$ cat src/rtl/core/grid_surface_normals_top_assert.svh
// Assertion macros used by the grid normals back end.
// Expects signals named clk and rst_n in the including module.
`ifndef GRID_SURFACE_NORMALS_TOP_ASSERT_SVH
`define GRID_SURFACE_NORMALS_TOP_ASSERT_SVH

// Consequent must hold in the same cycle as the antecedent.
`define GSN_ASSERT_NOW(lbl, ante, cons, msg) \
    lbl: assert property (@(posedge clk) disable iff (!rst_n) (ante) |-> (cons)) \
        else $error(msg);

// Consequent must hold in the cycle after the antecedent.
`define GSN_ASSERT_NEXT(lbl, ante, cons, msg) \
    lbl: assert property (@(posedge clk) disable iff (!rst_n) (ante) |=> (cons)) \
        else $error(msg);

`endif

$ cat src/rtl/core/gsn_pkg.sv
// Shared types and constants of the grid normals block.
// No dependencies.
package gsn_pkg;

    localparam int COORD_W    = 24;
    localparam int DIFF_W     = COORD_W + 1;
    localparam int NORM_W     = 16;
    localparam int CFG_IDX_W  = 2;
    localparam int CFG_DATA_W = 16;
    localparam int GW_W       = 9;
    localparam int GH_W       = 16;

    localparam logic signed [NORM_W-1:0] UNIT_Q14 = 16'sd16384;

    localparam logic [CFG_IDX_W-1:0] REG_GRID_WIDTH  = 2'd0;
    localparam logic [CFG_IDX_W-1:0] REG_GRID_HEIGHT = 2'd1;

    typedef logic signed [DIFF_W-1:0] diff_t;

    // One unit of work for the back end: up vector or a cross product to normalize.
    typedef struct packed {
        logic  is_up;
        logic  last_row;
        diff_t u_x;
        diff_t u_y;
        diff_t u_z;
        diff_t r_x;
        diff_t r_y;
        diff_t r_z;
    } job_t;

endpackage

$ cat src/rtl/core/gsn_queue.sv
// Two-entry job queue between the front and back ends.
// Depends on gsn_pkg.
module gsn_queue (
    input  logic          clk,
    input  logic          rst_n,
    input  logic          push_valid,
    output logic          push_ready,
    input  gsn_pkg::job_t push_data,
    output logic          pop_valid,
    input  logic          pop_ready,
    output gsn_pkg::job_t pop_data
);
    import gsn_pkg::*;

    job_t       slot_reg [2];
    logic       wr_ptr_reg, wr_ptr_next;
    logic       rd_ptr_reg, rd_ptr_next;
    logic [1:0] count_reg, count_next;
    logic       do_push, do_pop;

    assign push_ready = (count_reg != 2'd2);
    assign pop_valid  = (count_reg != 2'd0);
    assign pop_data   = slot_reg[rd_ptr_reg];
    assign do_push    = push_valid && push_ready;
    assign do_pop     = pop_valid && pop_ready;

    always_comb
    begin
        wr_ptr_next = do_push ? ~wr_ptr_reg : wr_ptr_reg;
        rd_ptr_next = do_pop ? ~rd_ptr_reg : rd_ptr_reg;
        count_next  = count_reg + {1'b0, do_push} - {1'b0, do_pop};
    end

    always_ff @(posedge clk or negedge rst_n)
    begin
        if (!rst_n)
        begin
            wr_ptr_reg <= 1'b0;
            rd_ptr_reg <= 1'b0;
            count_reg  <= 2'd0;
        end
        else
        begin
            wr_ptr_reg <= wr_ptr_next;
            rd_ptr_reg <= rd_ptr_next;
            count_reg  <= count_next;
        end
    end

    always_ff @(posedge clk)
    begin
        if (do_push)
        begin
            slot_reg[wr_ptr_reg] <= push_data;
        end
    end

endmodule

$ cat config.mk
export PLATFORM = sky130hd
export DESIGN_NAME = gsn_queue
export DESIGN_NICKNAME = d
export VERILOG_FILES = /design/src/rtl/core/grid_surface_normals_top_assert.svh /design/src/rtl/core/gsn_pkg.sv /design/src/rtl/core/gsn_queue.sv
export SDC_FILE = /design/constraint.sdc
export NUM_CORES = 1
export LEC_CHECK = 0
export BUFFER_PORTS_ARGS = -buffer_cell sky130_fd_sc_hd__buf_4
export CORE_MARGIN = 8
export CORE_UTILIZATION = 32
export CTS_CLUSTER_DIAMETER = 120
export DETAILED_ROUTE_END_ITERATION = 10
export GPL_TIMING_DRIVEN = 0
export PLACE_DENSITY = 0.65
export SLEW_MARGIN = 0
export SYNTH_ARGS = -nofsm -noshare
export SYNTH_HDL_FRONTEND = slang
export SYNTH_SLANG_ARGS = --single-unit
$ cat constraint.sdc
create_clock -name clk -period 11.8 [get_ports clk]
set_input_delay 1.77 -clock clk [delete_from_list [all_inputs] [get_ports clk]]
set_output_delay 1.77 -clock clk [all_outputs]
set_load 0.01 [all_outputs]
==> impl_metrics.tcl, run 1 <==
set metrics [dict create \
    crit_type "register to primary output" \
    antenna_found_initial 3 \
    place_inst 1268 \
    hold_class "register to register" \
    track_usage 0.117 \
    hold_violations 0 \
    wl_per_cell_um 19.4 \
    routed_wl_um 25800 \
    worstPathRequired_ns 10.03 \
    area.growth.synth_to_final_pct 36.5 \
    core_area_mm2 0.0354 \
    io_pins 310 \
    intPower_mw 2.83 \
    irDropWorstVdd_mv 0.175 \
    drc_errors 0 \
    maxCapViolations 0 \
    die_h_um 205 \
    cellLeakagePower_nw 6.00 \
    drive_above_1_share 0.622 \
    clk_pin_slew_ns 0.06 \
    crit_path_start_kind "register" \
    synth_top_cell_by_area "edfxtp_1" \
    layout_common_cells "buf_4, edfxtp_1, mux2_2" \
    grt_pass1_vias 6343 \
    ctsResizeCount 0 \
    dieArea_mm2 0.0421 \
    avgSynthCellArea_um2 23.3 \
    p_comb_frac 0.345 \
    num_antenna_cells 0 \
    clock-sinks 308 \
    power.switching_mw 1.10 \
    switching_share 0.279 \
    final_util 0.441 \
    drtIter0Drc 160 \
    clockRootBuffer "clkbuf_16" \
    worst_setup_path_end_kind "primary output" \
    p_clk_frac 0.263 \
    period_needed_ns 3.69 \
    finalCritPeriodShare 0.313 \
    post_cts_buffers 0 \
    status "completed" \
    ctsHoldBuffers 0 \
    synth_ff_type "edfxtp_1" \
    postRouteAntennaNets 0 \
    synth_nets 648 \
    crit_fanout 10 \
    synth-seq-cells 308 \
    grt_setup_unrepaired "false" \
    async_flop_share 0.0130 \
    arrival_ns 1.92 \
    gp_congestion 0.683 \
    vias 5792 \
    tightest_slew_ns 0.778 \
    timing.fmax_mhz 271 \
    row_count 69 \
    yosys-top-cells-area "edfxtp_1, mux2_4, mux2_2, buf_6, dfrtp_1" \
    n_fill_cell 3102 \
    clock_latency_ns 0.52 \
    synth_top_cell_area_share 0.798 \
    dpl.hpwl_um 18200 \
    overflow 0 \
    place.port_buffers 309 \
    slew_headroom 0.480 \
    synthCells 490 \
    powerDensity_mw_per_mm2 252 \
    skew_ns 0.0155 \
    slew_viol_final 0 \
    power_frac_seq 0.393 \
    cts_buffers 34 \
    ctsLongestPathBuffers 3 \
    total_power_mw 3.93 \
    htree_levels 2 \
    via_per_inst 4.37 \
    synth_cell_types 16 \
    ys_seq_area_frac 0.807 \
    layout_commonest_cell "buf_4" \
    ys_warn_count 0 \
    die_w_um 205 \
    grt_max_degree 52 \
    largest_reg_flops 304 \
    firstDrtPassIters 4 \
    start_util 0.323 \
    grt_pass1_wl_um 37400 \
    synth_area_mm2 0.0114 \
    final_nets 1001 \
    synth_edf_count 304 \
    setup_viol 0 \
    cts_tree "done" \
    finalNonFillerCells 1325 \
]
-- through the flow --
stage	hold slack (ns)	setup TNS (ns)	area (um^2)	worst slack (ns)
floorplan	0.461	0	11400	2.96
global placement	0.474	-212.98	14300	-1.42
detailed placement	0.533	0	14500	8.06
CTS	0.548	0	15600	8.01
global route	0.571	0	15600	8.00
finish	0.537	0	15600	8.11
-- final timing paths --
| path | endpoint | from | cells past startpoint | slack, ns |
|---|---|---|---|---|
| max | pop_data[80] | rd_ptr_reg | 5 | 8.11 |
| min | count_reg[0] | count_reg[0] | 1 | 0.54 |
| max reg2reg | slot_reg[0][1] | count_reg[1] | 6 | 9.39 |
| min reg2reg | count_reg[0] | count_reg[0] | 1 | 0.54 |
| max in group asynchronous | wr_ptr_reg | rst_n | 1 | 10.66 |
| min in group asynchronous | count_reg[0] | rst_n | 1 | 1.03 |
-- per-layer routing --
layer,vias up,part of all wire,GRT usage
met1,2877,0.38,0.131
met2,200,0.50,0.196
met3,51,0.090,0.0470
met4,6,0.031,0.0518
met5,-,0.0016,0
li1,2658,-,-
-- cell families (layout without fill, tap and decap cells) --
group | Yosys count | in the layout | share of synthesized area
AND/OR/NAND/NOR | 6 | 6 | 0.00284
flip-flops | 308 | 308 | 0.807
adder cells (fa/ha/maj) | 2 | 2 | 0.00219
multiplexers | 152 | 152 | 0.173
XOR/XNOR | 4 | 4 | 0.00306
buffers and inverters | 18 | 392 | 0.0127
-- power groups by stage --
| stage | Combinational (mW) | Sequential, mW | Clock [mW] |
|---|---|---|---|
| 2_1_floorplan | 0.747 | 1.61 | 0 |
| 6_report | 1.35 | 1.54 | 1.03 |
| 3_5_place_dp | 1.39 | 1.57 | 0 |
| 3_3_place_gp | 1.34 | 1.66 | 0 |
| 5_1_grt | 1.45 | 1.56 | 1.11 |
| 4_1_cts | 1.40 | 1.55 | 1.08 |
-- cells in the mapped netlist, types with 2 or more instances --
master    count
buf_2         8
buf_6         9
dfrtp_1       4
edfxtp_1    304
ha_1          2
mux2_2       82
mux2_4       70
xnor2_1       3
-- area by class of cell --
type                       count  area, um^2  share of cell area
inverter                       1        3.75            0.000240
tap                          461         577              0.0369
clock buffer                  47         993              0.0636
timing repair buffer         317        2490               0.160
sequential                   308        9230               0.591
multi-input combinational    164        2080               0.133
buffer                        17         141             0.00905
clock inverter                10         101             0.00649
-- critical path, stage by stage, from the launching register on --
cell     delay [ns]
dfrtp_1        0.34
buf_6          0.17
buf_6          0.20
buf_6          0.21
mux2_4         0.33
buf_4          0.15
Power figures use the tool's default switching activity.
==> run 2: changes to the inputs <==
Settings changed: ABC_AREA from default to 1, PLACE_DENSITY 0.65 to 0.67.
Clock period 11.8 ns to 3.08 ns, I/O delays scaled along.
==> run 2 against run 1 <==
Effect of this change: routed wire length up 12%; power rose to 3.9 times the previous value; non-clock buffer count rose by 18; global-route usage rose by 1.7 points; synthesized cell count rose by 68%; utilization grew 0.54 points; sequential power rose to 3.8 times the previous value; largest power group unchanged.
==> impl_metrics.tcl, run 2 <==
set metrics [dict create \
    antenna_found_initial 3 \
    finalCritPeriodShare 0.769 \
    grt_pass1_vias 7623 \
    grt_pass1_wl_um 43200 \
    cellLeakagePower_nw 6.56 \
    synth-compound-area-share 0 \
    use_met1 0.145 \
    ys_warn_count 0 \
    r2r_slack_ns 0.90 \
    crit_fanout 10 \
    avgSynthCellArea_um2 13.7 \
    timing.fmax_mhz 422 \
    layout_commonest_cell "nand2_1" \
    setup_viol 0 \
    ys_seq_area_frac 0.818 \
    hold_violations 0 \
    reg2regPathDepth 5 \
    arrival_ns 1.91 \
    maxCapViolations 0 \
    num_antenna_cells 0 \
    dieArea_mm2 0.0415 \
    synth_area_mm2 0.0113 \
    synth-seq-cells 308 \
    synth_edf_count 304 \
    synth_most_common_cell "nand2_1" \
    powerDensity_mw_per_mm2 983 \
    synthCells 825 \
    timing.final.ws_setup_ns 0.710 \
    layout_common_cells "nand2_1, buf_4, edfxtp_1" \
    drtIter0Drc 250 \
    dp_slack_ns 0.782 \
    skew_ns 0.0133 \
    firstDrtPassIters 5 \
    slew_headroom 0.402 \
    worstPathRequired_ns 2.62 \
    synth_cell_types 12 \
    synth-adder-area-share 0.00222 \
    hold-path-endpoint "slot_reg[0][122]" \
    drive_above_1_share 0.337 \
    cts_tree "done" \
    period_needed_ns 2.37 \
    synth_nets 983 \
    io_pins 310 \
    die_w_um 204 \
    hold_class "primary input to register" \
    start_util 0.326 \
    routed_wl_um 28800 \
    die_h_um 204 \
    dpl.hpwl_um 20600 \
    busiest_layer "met2" \
    seqCellArea_mm2 0.00923 \
    ctsLongestPathBuffers 3 \
    largest_reg_flops 304 \
    min_from "push_data[122]" \
    clockRootBuffer "clkbuf_16" \
    tns_ns 0 \
    vias 7178 \
    synth_simple_gate_area_frac 0.158 \
    clk_pin_slew_ns 0.06 \
    n_fill_cell 3096 \
    timing.hold.ws_ns 0.142 \
    post_cts_buffers 0 \
    synth_xor_area_frac 0 \
    track_usage 0.134 \
    final_util 0.447 \
    synth_top_cell_by_area "edfxtp_1" \
    htree_levels 2 \
    use_met3 0.0590 \
    clock-sinks 308 \
    crit_path_start_kind "register" \
    yosys-top-cells-area "edfxtp_1, nand2_1, buf_2, dfrtp_1, buf_6" \
    gp_congestion 0.715 \
    crit_type "register to primary output" \
    irDropWorstVdd_mv 0.571 \
    place.port_buffers 309 \
    via_per_inst 4.32 \
    cts_buffers 34 \
    wl_per_cell_um 17.3 \
    tightest_slew_ns 0.895 \
    area.growth.synth_to_final_pct 37.0 \
    holdPathStages 1 \
    clock_latency_ns 0.49 \
    synth_ff_type "edfxtp_1" \
    r2r-start "count_reg[1]" \
    row_count 68 \
    postRouteAntennaNets 0 \
    synth_top_family_by_area "simple AND/OR/NAND/NOR gates" \
    core_area_mm2 0.0346 \
    status "completed" \
    multi_input_area_mm2 0.00183 \
    slew_viol_final 0 \
    cp-startpoint "rd_ptr_reg" \
    netlist_top_cells_count "nand2_1, edfxtp_1, buf_2" \
    synth_top_cell_area_share 0.809 \
    synth_mux_area_frac 0 \
    grt_max_degree 41 \
    drc_errors 0 \
    grt.met2_usage 0.237 \
    async_flop_share 0.0130 \
    reg2reg_to "slot_reg[1][68]" \
    grt_setup_unrepaired "false" \
    worst_setup_path_end_kind "primary output" \
    overflow 0 \
    final_nets 1338 \
]
run 2: area by class of cell:
cell class / count / share of cell area
well taps: 455 / 0.0368
plain buffers: 33 / 0.0142
clock buffers: 45 / 0.0618
repair buffers: 319 / 0.163
clock inverters: 16 / 0.00720
flip-flops and latches: 308 / 0.597
inverters: 9 / 0.00259
multi-input cells: 475 / 0.118
run 2: kinds of logic (layout without fill, tap and decap cells):
logic type	Yosys count	count (layout)
simple gates	473	473
flops	308	308
buf+inv	42	422
fa+ha+maj	2	2
run 2: critical path: stages (launching register included):
cell and delay [ns]:
dfrtp_1 0.36, buf_4 0.19, inv_4 0.15, buf_6 0.23, buf_6 0.18, nand2_1 0.06, nand2_1 0.09, buf_4 0.14
run 2: metal layers:
| layer | share of wire | wire (um) | up-vias |
|---|---|---|---|
| li1 | - | - | 3497 |
| met1 | 0.37 | 10700 | 3389 |
| met2 | 0.51 | 14500 | 244 |
| met3 | 0.11 | 3030 | 42 |
| met4 | 0.014 | 397 | 6 |
| met5 | 0.0013 | 37 | - |
run 2: timing repair:
item / CTS / global route
hold buffers: 1 / 0
gates resized for setup: 0 / 0
endpoints found under the hold margin: 4 / 0
run 2: how the worst max path moves through the flow:
| stage | endpoint | slack (ns) | depth (start not counted) |
|---|---|---|---|
| 2_1_floorplan | slot_reg[0][0] | -0.17 | 4 |
| 3_3_place_gp | slot_reg[0][66] | -1.76 | 3 |
| 3_5_place_dp | slot_reg[1][122] | 0.78 | 5 |
| 4_1_cts | pop_data[104] | 0.62 | 7 |
| 5_1_grt | pop_data[35] | 0.57 | 5 |
| 6_report | pop_data[104] | 0.71 | 7 |
run 2: where the power goes:
group	total (mW)	switching (mW)	internal [mW]
registers	5.90	0.197	5.70
logic	5.46	3.25	2.22
clock network	3.83	1.56	2.27
run 2: metrics by stage:
step           std cells  power, mW  area, um^2
5_1_grt             1660       16.1       15500
6_report            1660       15.2       15500
4_1_cts             1660       15.5       15500
3_3_place_gp        1589       11.5       14200
2_1_floorplan        825       8.63       11300
3_5_place_dp        1598       11.6       14400
